==> src/hdl/sir_pkg.sv <==
// ----------------------------------------------------------------------------
// sir_pkg
// Widths, codes and shared types of the SIR Euler stepper.
// ----------------------------------------------------------------------------
`timescale 1ns / 1ps
`default_nettype none

package sir_pkg;

  // value format
  localparam int VALUE_W = 48;
  localparam int FRAC_W  = 16;
  localparam int IN_W    = 47;
  localparam int TIME_W  = 47;
  localparam int STEP_W  = 32;

  // register widths
  localparam int BETA_W     = 24;
  localparam int GAMMA_W    = 24;
  localparam int DT_W       = 20;
  localparam int SAVE_W     = 16;
  localparam int LIMIT_W    = 32;
  localparam int CFG_IDX_W  = 3;
  localparam int CFG_DATA_W = 32;

  // register indexes
  localparam logic [CFG_IDX_W-1:0] REG_INFECTION = 3'd0;
  localparam logic [CFG_IDX_W-1:0] REG_RECOVERY  = 3'd1;
  localparam logic [CFG_IDX_W-1:0] REG_TIME_STEP = 3'd2;
  localparam logic [CFG_IDX_W-1:0] REG_SAVE      = 3'd3;
  localparam logic [CFG_IDX_W-1:0] REG_LIMIT     = 3'd4;

  // operation codes
  localparam logic OP_LOAD = 1'b0;
  localparam logic OP_STEP = 1'b1;

  // stream packing
  localparam int IN_FIELDS_W  = 3 * IN_W;
  localparam int IN_DATA_W    = ((IN_FIELDS_W + 7) / 8) * 8;
  localparam int OUT_FIELDS_W = STEP_W + TIME_W + 3 * VALUE_W;
  localparam int OUT_DATA_W   = ((OUT_FIELDS_W + 7) / 8) * 8;

  // shared arithmetic unit
  localparam int MUL_A_W    = BETA_W + VALUE_W;
  localparam int MUL_B_W    = VALUE_W;
  localparam int ACC_W      = MUL_A_W + MUL_B_W;
  localparam int DIGIT_W    = 8;
  localparam int DIG_SHORT  = (BETA_W + DIGIT_W - 1) / DIGIT_W;
  localparam int DIG_LONG   = MUL_B_W / DIGIT_W;
  localparam int B_SHORT_W  = DIG_SHORT * DIGIT_W;
  localparam int DIG_CNT_W  = $clog2(DIG_LONG + 1);
  localparam int SUM_W      = VALUE_W + 2;
  localparam int N_W        = SUM_W - FRAC_W;
  localparam int DQ_W       = ACC_W - 2 * FRAC_W;
  localparam int DIV_STEPS  = DQ_W / 2;
  localparam int CNT_W      = $clog2(DIV_STEPS + 1);

  localparam logic [VALUE_W-1:0] VAL_MAX = {1'b0, {(VALUE_W-1){1'b1}}};
  localparam logic [VALUE_W-1:0] VAL_MIN = {1'b1, {(VALUE_W-1){1'b0}}};

  typedef struct packed {
    logic [BETA_W-1:0]  infection_rate;
    logic [GAMMA_W-1:0] recovery_rate;
    logic [DT_W-1:0]    time_step;
    logic [SAVE_W-1:0]  save_interval;
    logic [LIMIT_W-1:0] step_limit;
  } cfg_t;

  typedef struct packed {
    logic               last;
    logic [VALUE_W-1:0] recovered;
    logic [VALUE_W-1:0] infected;
    logic [VALUE_W-1:0] susceptible;
    logic [TIME_W-1:0]  time_value;
    logic [STEP_W-1:0]  step_index;
  } snap_t;

  typedef struct packed {
    logic                 start;
    logic                 div_mode;
    logic [DIG_CNT_W-1:0] digits;
  } arith_cmd_t;

endpackage

`default_nettype wire

==> src/hdl/sir_arith.sv <==
// ----------------------------------------------------------------------------
// sir_arith
// Shared multiply / divide unit: byte-digit multiply into a wide
// accumulator, or restoring divide two quotient bits per cycle.
// ----------------------------------------------------------------------------
`timescale 1ns / 1ps
`default_nettype none

module sir_arith (
  input  logic                        clk,
  input  logic                        rst,
  input  sir_pkg::arith_cmd_t         cmd,
  input  logic [sir_pkg::MUL_A_W-1:0] a_in,
  input  logic [sir_pkg::MUL_B_W-1:0] b_in,
  input  logic [sir_pkg::N_W-1:0]     d_in,
  output logic                        busy,
  output logic [sir_pkg::ACC_W-1:0]   acc
);
  import sir_pkg::*;

  logic [MUL_A_W-1:0]         a_reg;
  logic [MUL_B_W-1:0]         b_reg;
  logic [N_W-1:0]             d_reg;
  logic [N_W-1:0]             rem;
  logic [CNT_W-1:0]           cnt;
  logic                       div_mode;
  logic [DIGIT_W-1:0]         digit;
  logic [MUL_A_W+DIGIT_W-1:0] partial;
  logic [ACC_W-1:0]           mul_next;
  logic [DQ_W-1:0]            dq;
  logic [N_W:0]               r1;
  logic [N_W:0]               r2;
  logic                       ge1;
  logic                       ge2;
  logic [N_W-1:0]             rem1;
  logic [N_W-1:0]             rem2;

  always_comb begin
    digit    = b_reg[MUL_B_W-1 -: DIGIT_W];
    partial  = a_reg * digit;
    mul_next = (acc << DIGIT_W) + ACC_W'(partial);

    dq   = acc[DQ_W-1:0];
    r1   = {rem, dq[DQ_W-1]};
    ge1  = r1 >= {1'b0, d_reg};
    rem1 = ge1 ? N_W'(r1 - {1'b0, d_reg}) : r1[N_W-1:0];
    r2   = {rem1, dq[DQ_W-2]};
    ge2  = r2 >= {1'b0, d_reg};
    rem2 = ge2 ? N_W'(r2 - {1'b0, d_reg}) : r2[N_W-1:0];
  end

  assign busy = (cnt != '0);

  always_ff @(posedge clk) begin
    if (rst) begin
      cnt <= '0;
    end else if (cmd.start) begin
      cnt <= cmd.div_mode ? CNT_W'(DIV_STEPS) : CNT_W'(cmd.digits);
    end else if (busy) begin
      cnt <= cnt - 1'b1;
    end
  end

  always_ff @(posedge clk) begin
    if (cmd.start) begin
      div_mode <= cmd.div_mode;
      if (cmd.div_mode) begin
        acc   <= acc >> (2 * FRAC_W);
        rem   <= '0;
        d_reg <= d_in;
      end else begin
        acc   <= '0;
        a_reg <= a_in;
        b_reg <= b_in;
      end
    end else if (busy) begin
      if (div_mode) begin
        acc <= ACC_W'({dq[DQ_W-3:0], ge1, ge2});
        rem <= rem2;
      end else begin
        acc   <= mul_next;
        b_reg <= b_reg << DIGIT_W;
      end
    end
  end

endmodule

`default_nettype wire

==> src/hdl/sir_seq.sv <==
// ----------------------------------------------------------------------------
// sir_seq
// Step sequencer: holds the populations and run counters and drives the
// shared arithmetic unit through one Euler step.
// ----------------------------------------------------------------------------
`timescale 1ns / 1ps
`default_nettype none

module sir_seq (
  input  logic                     clk,
  input  logic                     rst,
  input  sir_pkg::cfg_t            cfg,
  input  logic                     in_valid,
  output logic                     in_ready,
  input  logic                     in_op,
  input  logic [sir_pkg::IN_W-1:0] in_sus,
  input  logic [sir_pkg::IN_W-1:0] in_inf,
  input  logic [sir_pkg::IN_W-1:0] in_rec,
  input  logic                     out_free,
  output logic                     snap_load,
  output sir_pkg::snap_t           snap
);
  import sir_pkg::*;

  localparam logic [3:0] ST_IDLE   = 4'd0;
  localparam logic [3:0] ST_TIME_W = 4'd1;
  localparam logic [3:0] ST_SNAP   = 4'd2;
  localparam logic [3:0] ST_SUM    = 4'd3;
  localparam logic [3:0] ST_P1_W   = 4'd4;
  localparam logic [3:0] ST_P2_W   = 4'd5;
  localparam logic [3:0] ST_DIV_W  = 4'd6;
  localparam logic [3:0] ST_G_W    = 4'd7;
  localparam logic [3:0] ST_DI_W   = 4'd8;
  localparam logic [3:0] ST_DR_W   = 4'd9;
  localparam logic [3:0] ST_UPD1   = 4'd10;
  localparam logic [3:0] ST_UPD2   = 4'd11;

  function automatic logic [VALUE_W-1:0] mag(input logic [VALUE_W-1:0] v);
    return v[VALUE_W-1] ? VALUE_W'(0) - v : v;
  endfunction

  function automatic logic [VALUE_W-1:0] sat_mag(input logic [ACC_W-1:0] m, input logic neg);
    logic big;
    big = |m[ACC_W-1:VALUE_W-1];
    if (!neg) return big ? VAL_MAX : m[VALUE_W-1:0];
    if (big) return VAL_MIN;
    return VALUE_W'(0) - m[VALUE_W-1:0];
  endfunction

  function automatic logic [VALUE_W-1:0] sat_add(input logic [VALUE_W-1:0] a,
                                                 input logic [VALUE_W-1:0] b);
    logic [VALUE_W:0] s;
    s = {a[VALUE_W-1], a} + {b[VALUE_W-1], b};
    if (s[VALUE_W] != s[VALUE_W-1]) return s[VALUE_W] ? VAL_MIN : VAL_MAX;
    return s[VALUE_W-1:0];
  endfunction

  function automatic logic [VALUE_W-1:0] neg_sat(input logic [VALUE_W-1:0] d);
    return (d == VAL_MIN) ? VAL_MAX : VALUE_W'(0) - d;
  endfunction

  function automatic logic [MUL_B_W-1:0] b_short(input logic [B_SHORT_W-1:0] x);
    return {x, {(MUL_B_W-B_SHORT_W){1'b0}}};
  endfunction

  logic [3:0]         state;
  logic [3:0]         state_next;
  logic [VALUE_W-1:0] susceptible;
  logic [VALUE_W-1:0] infected;
  logic [VALUE_W-1:0] recovered;
  logic [STEP_W-1:0]  step_counter;
  logic [SAVE_W-1:0]  save_phase;
  logic               finished;

  logic [N_W-1:0]     nmag;
  logic               inf_neg;
  logic [VALUE_W-1:0] inf_term;
  logic [VALUE_W-1:0] g_term;
  logic [VALUE_W-1:0] dinf;
  logic [VALUE_W-1:0] drec;

  arith_cmd_t         cmd;
  logic [MUL_A_W-1:0] a_in;
  logic [MUL_B_W-1:0] b_in;
  logic               busy;
  logic [ACC_W-1:0]   acc;

  logic               accept;
  logic               run;
  logic [SUM_W-1:0]   sum_all;
  logic [SUM_W-1:0]   abs_sum;
  logic [N_W-1:0]     n_now;
  logic [TIME_W-1:0]  t_sat;
  logic [SAVE_W-1:0]  interval;
  logic [SAVE_W:0]    phase_inc;

  sir_arith u_arith (
    .clk  (clk),
    .rst  (rst),
    .cmd  (cmd),
    .a_in (a_in),
    .b_in (b_in),
    .d_in (nmag),
    .busy (busy),
    .acc  (acc)
  );

  always_comb begin
    sum_all = {{(SUM_W-VALUE_W){susceptible[VALUE_W-1]}}, susceptible}
            + {{(SUM_W-VALUE_W){infected[VALUE_W-1]}}, infected}
            + {{(SUM_W-VALUE_W){recovered[VALUE_W-1]}}, recovered};
    abs_sum = sum_all[SUM_W-1] ? SUM_W'(0) - sum_all : sum_all;
    n_now   = abs_sum[SUM_W-1:FRAC_W];
    t_sat   = (|acc[ACC_W-1:TIME_W]) ? {TIME_W{1'b1}} : acc[TIME_W-1:0];

    interval  = (cfg.save_interval == '0) ? SAVE_W'(1) : cfg.save_interval;
    phase_inc = {1'b0, save_phase} + 1'b1;

    snap.step_index  = step_counter;
    snap.time_value  = t_sat;
    snap.susceptible = susceptible;
    snap.infected    = infected;
    snap.recovered   = recovered;
    snap.last        = (step_counter == cfg.step_limit);
  end

  always_comb begin
    state_next = state;
    cmd        = '0;
    cmd.digits = DIG_CNT_W'(DIG_SHORT);
    a_in       = '0;
    b_in       = '0;
    snap_load  = 1'b0;
    in_ready   = (state == ST_IDLE);
    accept     = in_valid && in_ready;
    run        = accept && (in_op == OP_STEP) && !finished
              && (step_counter <= cfg.step_limit);
    case (state)
      ST_IDLE: begin
        if (run) begin
          if (save_phase == '0) begin
            cmd.start  = 1'b1;
            a_in       = MUL_A_W'(step_counter);
            b_in       = b_short(B_SHORT_W'(cfg.time_step));
            state_next = ST_TIME_W;
          end else begin
            state_next = ST_SUM;
          end
        end
      end
      ST_TIME_W: begin
        if (!busy) state_next = ST_SNAP;
      end
      ST_SNAP: begin
        if (out_free) begin
          snap_load  = 1'b1;
          state_next = ST_SUM;
        end
      end
      ST_SUM: begin
        cmd.start = 1'b1;
        a_in      = MUL_A_W'(mag(infected));
        if (n_now == '0) begin
          b_in       = b_short(B_SHORT_W'(cfg.recovery_rate));
          state_next = ST_G_W;
        end else begin
          b_in       = b_short(B_SHORT_W'(cfg.infection_rate));
          state_next = ST_P1_W;
        end
      end
      ST_P1_W: begin
        if (!busy) begin
          cmd.start  = 1'b1;
          cmd.digits = DIG_CNT_W'(DIG_LONG);
          a_in       = acc[MUL_A_W-1:0];
          b_in       = mag(susceptible);
          state_next = ST_P2_W;
        end
      end
      ST_P2_W: begin
        if (!busy) begin
          cmd.start    = 1'b1;
          cmd.div_mode = 1'b1;
          state_next   = ST_DIV_W;
        end
      end
      ST_DIV_W: begin
        if (!busy) begin
          cmd.start  = 1'b1;
          a_in       = MUL_A_W'(mag(infected));
          b_in       = b_short(B_SHORT_W'(cfg.recovery_rate));
          state_next = ST_G_W;
        end
      end
      ST_G_W: begin
        if (!busy) begin
          cmd.start  = 1'b1;
          a_in       = MUL_A_W'(mag(inf_term));
          b_in       = b_short(B_SHORT_W'(cfg.time_step));
          state_next = ST_DI_W;
        end
      end
      ST_DI_W: begin
        if (!busy) begin
          cmd.start  = 1'b1;
          a_in       = MUL_A_W'(mag(g_term));
          b_in       = b_short(B_SHORT_W'(cfg.time_step));
          state_next = ST_DR_W;
        end
      end
      ST_DR_W: begin
        if (!busy) state_next = ST_UPD1;
      end
      ST_UPD1: state_next = ST_UPD2;
      ST_UPD2: state_next = ST_IDLE;
      default: state_next = ST_IDLE;
    endcase
  end

  always_ff @(posedge clk) begin
    if (rst) begin
      state        <= ST_IDLE;
      susceptible  <= '0;
      infected     <= '0;
      recovered    <= '0;
      step_counter <= '0;
      save_phase   <= '0;
      finished     <= 1'b0;
    end else begin
      state <= state_next;
      case (state)
        ST_IDLE: begin
          if (accept && in_op == OP_LOAD) begin
            susceptible  <= VALUE_W'(in_sus);
            infected     <= VALUE_W'(in_inf);
            recovered    <= VALUE_W'(in_rec);
            step_counter <= '0;
            save_phase   <= '0;
            finished     <= 1'b0;
          end
        end
        ST_UPD1: begin
          susceptible <= sat_add(susceptible, neg_sat(dinf));
          infected    <= sat_add(infected, dinf);
          recovered   <= sat_add(recovered, drec);
        end
        ST_UPD2: begin
          infected <= sat_add(infected, neg_sat(drec));
          if (step_counter == cfg.step_limit) begin
            finished <= 1'b1;
          end else begin
            step_counter <= step_counter + 1'b1;
          end
          save_phase <= (phase_inc >= {1'b0, interval}) ? '0 : phase_inc[SAVE_W-1:0];
        end
        default: ;
      endcase
    end
  end

  always_ff @(posedge clk) begin
    case (state)
      ST_SUM: begin
        nmag    <= n_now;
        inf_neg <= infected[VALUE_W-1] ^ susceptible[VALUE_W-1] ^ sum_all[SUM_W-1];
        if (n_now == '0) inf_term <= '0;
      end
      ST_DIV_W: if (!busy) inf_term <= sat_mag(acc, inf_neg);
      ST_G_W:   if (!busy) g_term <= sat_mag(acc >> FRAC_W, infected[VALUE_W-1]);
      ST_DI_W:  if (!busy) dinf <= sat_mag(acc >> FRAC_W, inf_term[VALUE_W-1]);
      ST_DR_W:  if (!busy) drec <= sat_mag(acc >> FRAC_W, g_term[VALUE_W-1]);
      default: ;
    endcase
  end

endmodule

`default_nettype wire

==> src/hdl/sir_epidemic_euler_stepper.sv <==
// ----------------------------------------------------------------------------
// sir_epidemic_euler_stepper
// Forward-Euler SIR stepper in signed Q32.16 with snapshot output.
// ----------------------------------------------------------------------------
// channel  | dir | beat
// s_axis   | in  | tdata: S, I, R populations; tuser: operation (0 load, 1 step)
// m_axis   | out | tdata: step, time, S, I, R snapshot; tlast: step limit reached
// cfg      | in  | cfg_index selects register, cfg_data written value
//
// load: taken while idle. A step runs longer with a snapshot, and is shorter
// when the total population is below one. The divider (two quotient bits
// per cycle) and the byte-digit multiplier set the length of a step.
// rst (synchronous) clears populations, counters and registers to defaults.
// A stalled m_axis holds the step in its snapshot state; input is taken
// only between steps.
// ----------------------------------------------------------------------------
`timescale 1ns / 1ps
`default_nettype none

module sir_epidemic_euler_stepper (
  input  logic                           clk,
  input  logic                           rst,
  input  logic                           s_axis_tvalid,
  output logic                           s_axis_tready,
  // susceptible_in, infected_in, recovered_in
  input  logic [sir_pkg::IN_DATA_W-1:0]  s_axis_tdata,
  // operation
  input  logic                           s_axis_tuser,
  output logic                           m_axis_tvalid,
  input  logic                           m_axis_tready,
  // step_index, time_value, susceptible_out, infected_out, recovered_out
  output logic [sir_pkg::OUT_DATA_W-1:0] m_axis_tdata,
  output logic                           m_axis_tlast,
  input  logic                           cfg_valid,
  output logic                           cfg_ready,
  input  logic [sir_pkg::CFG_IDX_W-1:0]  cfg_index,
  input  logic [sir_pkg::CFG_DATA_W-1:0] cfg_data
);
  import sir_pkg::*;

  cfg_t  cfg;
  snap_t snap;
  snap_t out_snap;
  logic  snap_load;
  logic  out_valid;
  logic  out_free;

  assign cfg_ready = 1'b1;

  always_ff @(posedge clk) begin
    if (rst) begin
      cfg.infection_rate <= BETA_W'(19661);
      cfg.recovery_rate  <= GAMMA_W'(6554);
      cfg.time_step      <= DT_W'(6554);
      cfg.save_interval  <= SAVE_W'(1);
      cfg.step_limit     <= LIMIT_W'(1000);
    end else if (cfg_valid && cfg_ready) begin
      case (cfg_index)
        REG_INFECTION: cfg.infection_rate <= cfg_data[BETA_W-1:0];
        REG_RECOVERY:  cfg.recovery_rate  <= cfg_data[GAMMA_W-1:0];
        REG_TIME_STEP: cfg.time_step      <= cfg_data[DT_W-1:0];
        REG_SAVE:      cfg.save_interval  <= cfg_data[SAVE_W-1:0];
        REG_LIMIT:     cfg.step_limit     <= cfg_data[LIMIT_W-1:0];
        default: ;
      endcase
    end
  end

  sir_seq u_seq (
    .clk       (clk),
    .rst       (rst),
    .cfg       (cfg),
    .in_valid  (s_axis_tvalid),
    .in_ready  (s_axis_tready),
    .in_op     (s_axis_tuser),
    .in_sus    (s_axis_tdata[IN_W-1:0]),
    .in_inf    (s_axis_tdata[2*IN_W-1:IN_W]),
    .in_rec    (s_axis_tdata[3*IN_W-1:2*IN_W]),
    .out_free  (out_free),
    .snap_load (snap_load),
    .snap      (snap)
  );

  // output register
  assign out_free = !out_valid || m_axis_tready;

  always_ff @(posedge clk) begin
    if (rst) begin
      out_valid <= 1'b0;
    end else if (snap_load) begin
      out_valid <= 1'b1;
    end else if (m_axis_tready) begin
      out_valid <= 1'b0;
    end
  end

  always_ff @(posedge clk) begin
    if (snap_load) out_snap <= snap;
  end

  assign m_axis_tvalid = out_valid;
  assign m_axis_tlast  = out_snap.last;
  assign m_axis_tdata  = OUT_DATA_W'({out_snap.recovered, out_snap.infected,
                                      out_snap.susceptible, out_snap.time_value,
                                      out_snap.step_index});

endmodule

`default_nettype wire

==> config.mk <==
export PLATFORM = sky130hd
export DESIGN_NAME = sir_epidemic_euler_stepper
export DESIGN_NICKNAME = d
export VERILOG_FILES = /design/src/hdl/sir_pkg.sv /design/src/hdl/sir_arith.sv /design/src/hdl/sir_seq.sv /design/src/hdl/sir_epidemic_euler_stepper.sv
export SDC_FILE = /design/constraint.sdc
export NUM_CORES = 2
export LEC_CHECK = 0
export BUFFER_PORTS_ARGS = -buffer_cell sky130_fd_sc_hd__buf_2
export CAP_MARGIN = 20
export CELL_PAD_IN_SITES_DETAIL_PLACEMENT = 1
export CELL_PAD_IN_SITES_GLOBAL_PLACEMENT = 2
export CORE_ASPECT_RATIO = 1.75
export CORE_MARGIN = 2
export CORE_UTILIZATION = 39
export CTS_BUF_LIST = sky130_fd_sc_hd__clkbuf_4 sky130_fd_sc_hd__clkbuf_8 sky130_fd_sc_hd__clkbuf_16
export DETAILED_ROUTE_END_ITERATION = 6
export PLACE_DENSITY_LB_ADDON = 0.1
export REMOVE_ABC_BUFFERS = 1
export SLEW_MARGIN = 15
export SYNTH_ARGS = -nofsm -noshare
export SYNTH_HDL_FRONTEND = slang
export SYNTH_SLANG_ARGS = --single-unit
==> constraint.sdc <==
create_clock -name clk -period 26.3 [get_ports clk]
set_input_delay 1.315 -clock clk [delete_from_list [all_inputs] [get_ports clk]]
set_output_delay 1.315 -clock clk [all_outputs]
set_load 0.01 [all_outputs]
==> flow_summary.json <==
{
  "post_cts_resized": 0,
  "grt_pass1_wl_um": 625000,
  "die_w_um": 370,
  "r2r-start": "u_seq.drec[10]",
  "synth_cell_types": 98,
  "r2r_end": "u_seq.infected[42]",
  "place_area_sq_um": 96900,
  "maxSlewViolCount": 0,
  "gp_congestion": 0.991,
  "cap_violations": 0,
  "cp_num_buf_inv": 4,
  "yosys.area.top_type": "edfxtp_1",
  "async_flop_share_pct": 0,
  "path_class": "flop to flop",
  "min_path_type": "flop to flop",
  "crit_top_cell": "o21ai_0",
  "postCtsSetupRepairBufs": 0,
  "cts_buffers": 116,
  "grt_max_degree": 131,
  "ys_seq_elements": 1080,
  "final_layout_size_suffix_gt1_share_pct": 9.02,
  "cpMaxStageDelayCell": "nor2b_1",
  "largest_reg_flops": 223,
  "h-tree-depth": 3,
  "crit_fanout": 46,
  "rr_worst_depth": 31,
  "fin_area_sq_um": 101000,
  "area_growth_pct": 10.9,
  "grt_pass1_vias": 87000,
  "netlist_top_cells_count": "1428 x nand2_1, 883 x a21oi_1, 760 x edfxtp_1",
  "cts_sinks": 1080,
  "post_drt_via_cell_ratio": 6.03,
  "clkTransAtPathRegs_ps": 80,
  "overflow": 0,
  "dr.pass1.iters": 5,
  "avgRoutedWirePerCell_um": 32.2,
  "grt_util_all_layers_pct": 36.4,
  "vias": 82400,
  "synthFlopType": "edfxtp_1",
  "syn_avg_cell_area_sq_um": 8.87,
  "antenna_found_initial": 40,
  "synth_top_cell_area_share_pct": 25.0,
  "coreArea_sq_um": 232000,
  "finalCriticalPeriod_ps": 10640,
  "postRouteAntennaNets": 0,
  "cpLargestDelayFamily": "simple AND/OR/NAND/NOR gates",
  "rows": 234,
  "hold_violations": 0,
  "worstSkewPairLatency_ps": 820,
  "crit_path_start_kind": "flop",
  "synth_cells": 10300,
  "outcome": "finished clean",
  "fin_ws_ps": 15660,
  "r2r_slack_ps": 15660,
  "first_iter_violations": 5688,
  "period_share_pct": 40.5,
  "netlist_area_sq_um": 91200,
  "hold_slack_ps": 422,
  "worstPathRequired_ps": 27040,
  "tns_ps": 0,
  "die_h_um": 644,
  "clock-root-buffer": "clkbuf_16",
  "hpwlAfterDp_um": 352000,
  "max_freq_mhz": 94.0,
  "rsz0062_at_grt": "false",
  "tightest_slew_ps": 1290,
  "tritoncts": "built",
  "critical_path_arrival_ps": 11380,
  "synth_edf_count": 760,
  "hold_start": "u_seq.nmag[19]",
  "ioPinCount": 413,
  "initial_utilization_pct": 39.2,
  "hold_buffers": 0,
  "finalClockSkew_ps": 44.8,
  "yosysSeqAreaShare_pct": 32.0,
  "clockBufferDepth": 3,
  "finalWirelength_um": 440000,
  "cp-end-kind": "flop",
  "min_delay_worst_endpoint": "u_seq.u_arith.d_reg[19]",
  "relSlewSlack_pct": 13.4,
  "synth_area_leaders": "edfxtp_1 25%, fa_1 12%, dfxtp_1 7.0%",
  "synth_most_common_cell": "nand2_1",
  "nets": 11700,
  "whs_path_depth": 0,
  "drc_errors": 0,
  "io_buffers": 407,
  "yosys_warnings": 0,
  "dieArea_sq_um": 238000,
  "pre_cts_ws_ps": 15750,
  "setup_violations": 0,
  "slowest_delay_ps": 890
}
## kinds of logic after synthesis
| logic type | Yosys count | synth area share, % |
|---|---|---|
| xor gates and xnor gates | 692 | 6.65 |
| adders and majority gates | 1022 | 18.5 |
| AOI/OAI and AO/OA | 2705 | 18.5 |
| buffers and inverters | 1160 | 4.83 |
| and+or+nand+nor | 3518 | 18.3 |
| DFF | 1080 | 32.0 |
| muxes | 108 | 1.20 |
| other | 2 | 0.00823 |
## routing by layer
layer	wire length, um	up-vias	global-route usage (%)
met5	147	-	0
met4	45200	22	31.3
met3	18900	1035	4.59
met2	220000	2508	64.0
met1	156000	42100	38.3
li1	-	36800	-
## through the flow
step                      utilization (%)  std cells
after global placement               41.6      13400
final                                43.5      13700
after detailed placement             41.7      13400
after global routing                 43.5      13700
after CTS                            43.5      13600
after floorplan                         -       9753
## placed cells by master (no fill, tap or decap), drive strengths merged, types with 104 or more instances in the layout
| cell | netlist | routed |
|---|---|---|
| dfxtp | 320 | 320 |
| edfxtp | 760 | 760 |
| xor2 | 313 | 313 |
| nand3 | 174 | 174 |
| inv | 626 | 644 |
| a21o | 237 | 237 |
| a21oi | 883 | 883 |
| nor3 | 160 | 160 |
| nand4 | 104 | 104 |
| buf | 27 | 604 |
| nand2 | 1429 | 1429 |
| xnor2 | 379 | 379 |
| nor2 | 678 | 678 |
| and2 | 275 | 275 |
| fa | 546 | 546 |
| clkbuf | 507 | 152 |
| ha | 476 | 476 |
| o21ai | 705 | 705 |
## worst reg2reg max path: cells and delay by family, from the launching register on
kind	cells	cell delay, ps
AND/OR/NAND/NOR	16	5970
buffers and inverters	4	980
adder cells (fa/ha/maj)	2	620
flip-flops	1	530
AO/OA/AOI/OAI	9	2510
## layout make-up
class / count / area [sq um]
Sequential cell: 1080 / 29200
Multi-Input combinational cell: 8047 / 57900
Clock buffer: 151 / 3300
Fill cell: 27000 / 131000
Antenna cell: 33 / 82.6
Clock inverter: 71 / 843
Timing Repair Buffer: 605 / 3590
Inverter: 626 / 2350
Tap cell: 3068 / 3840
## how the worst max path moves through the flow
| stage | from | to | slack, ps | cells past startpoint |
|---|---|---|---|---|
| finish | u_seq.drec[10] | u_seq.infected[42] | 15660 | 31 |
| detailed placement | u_seq.drec[10] | u_seq.infected[42] | 15750 | 31 |
| global placement | u_seq.u_arith.b_reg[45] | u_seq.u_arith.acc[86] | 15870 | 24 |
| floorplan | cfg[1] | u_seq.u_arith.rem[0] | 15730 | 18 |
| CTS | u_seq.u_arith.b_reg[45] | u_seq.u_arith.acc[86] | 15690 | 24 |
| global route | u_seq.drec[11] | u_seq.infected[42] | 15190 | 31 |
Power is not shown: default switching activity piles up to over one toggle a cycle in this logic, so the estimate is an artifact.
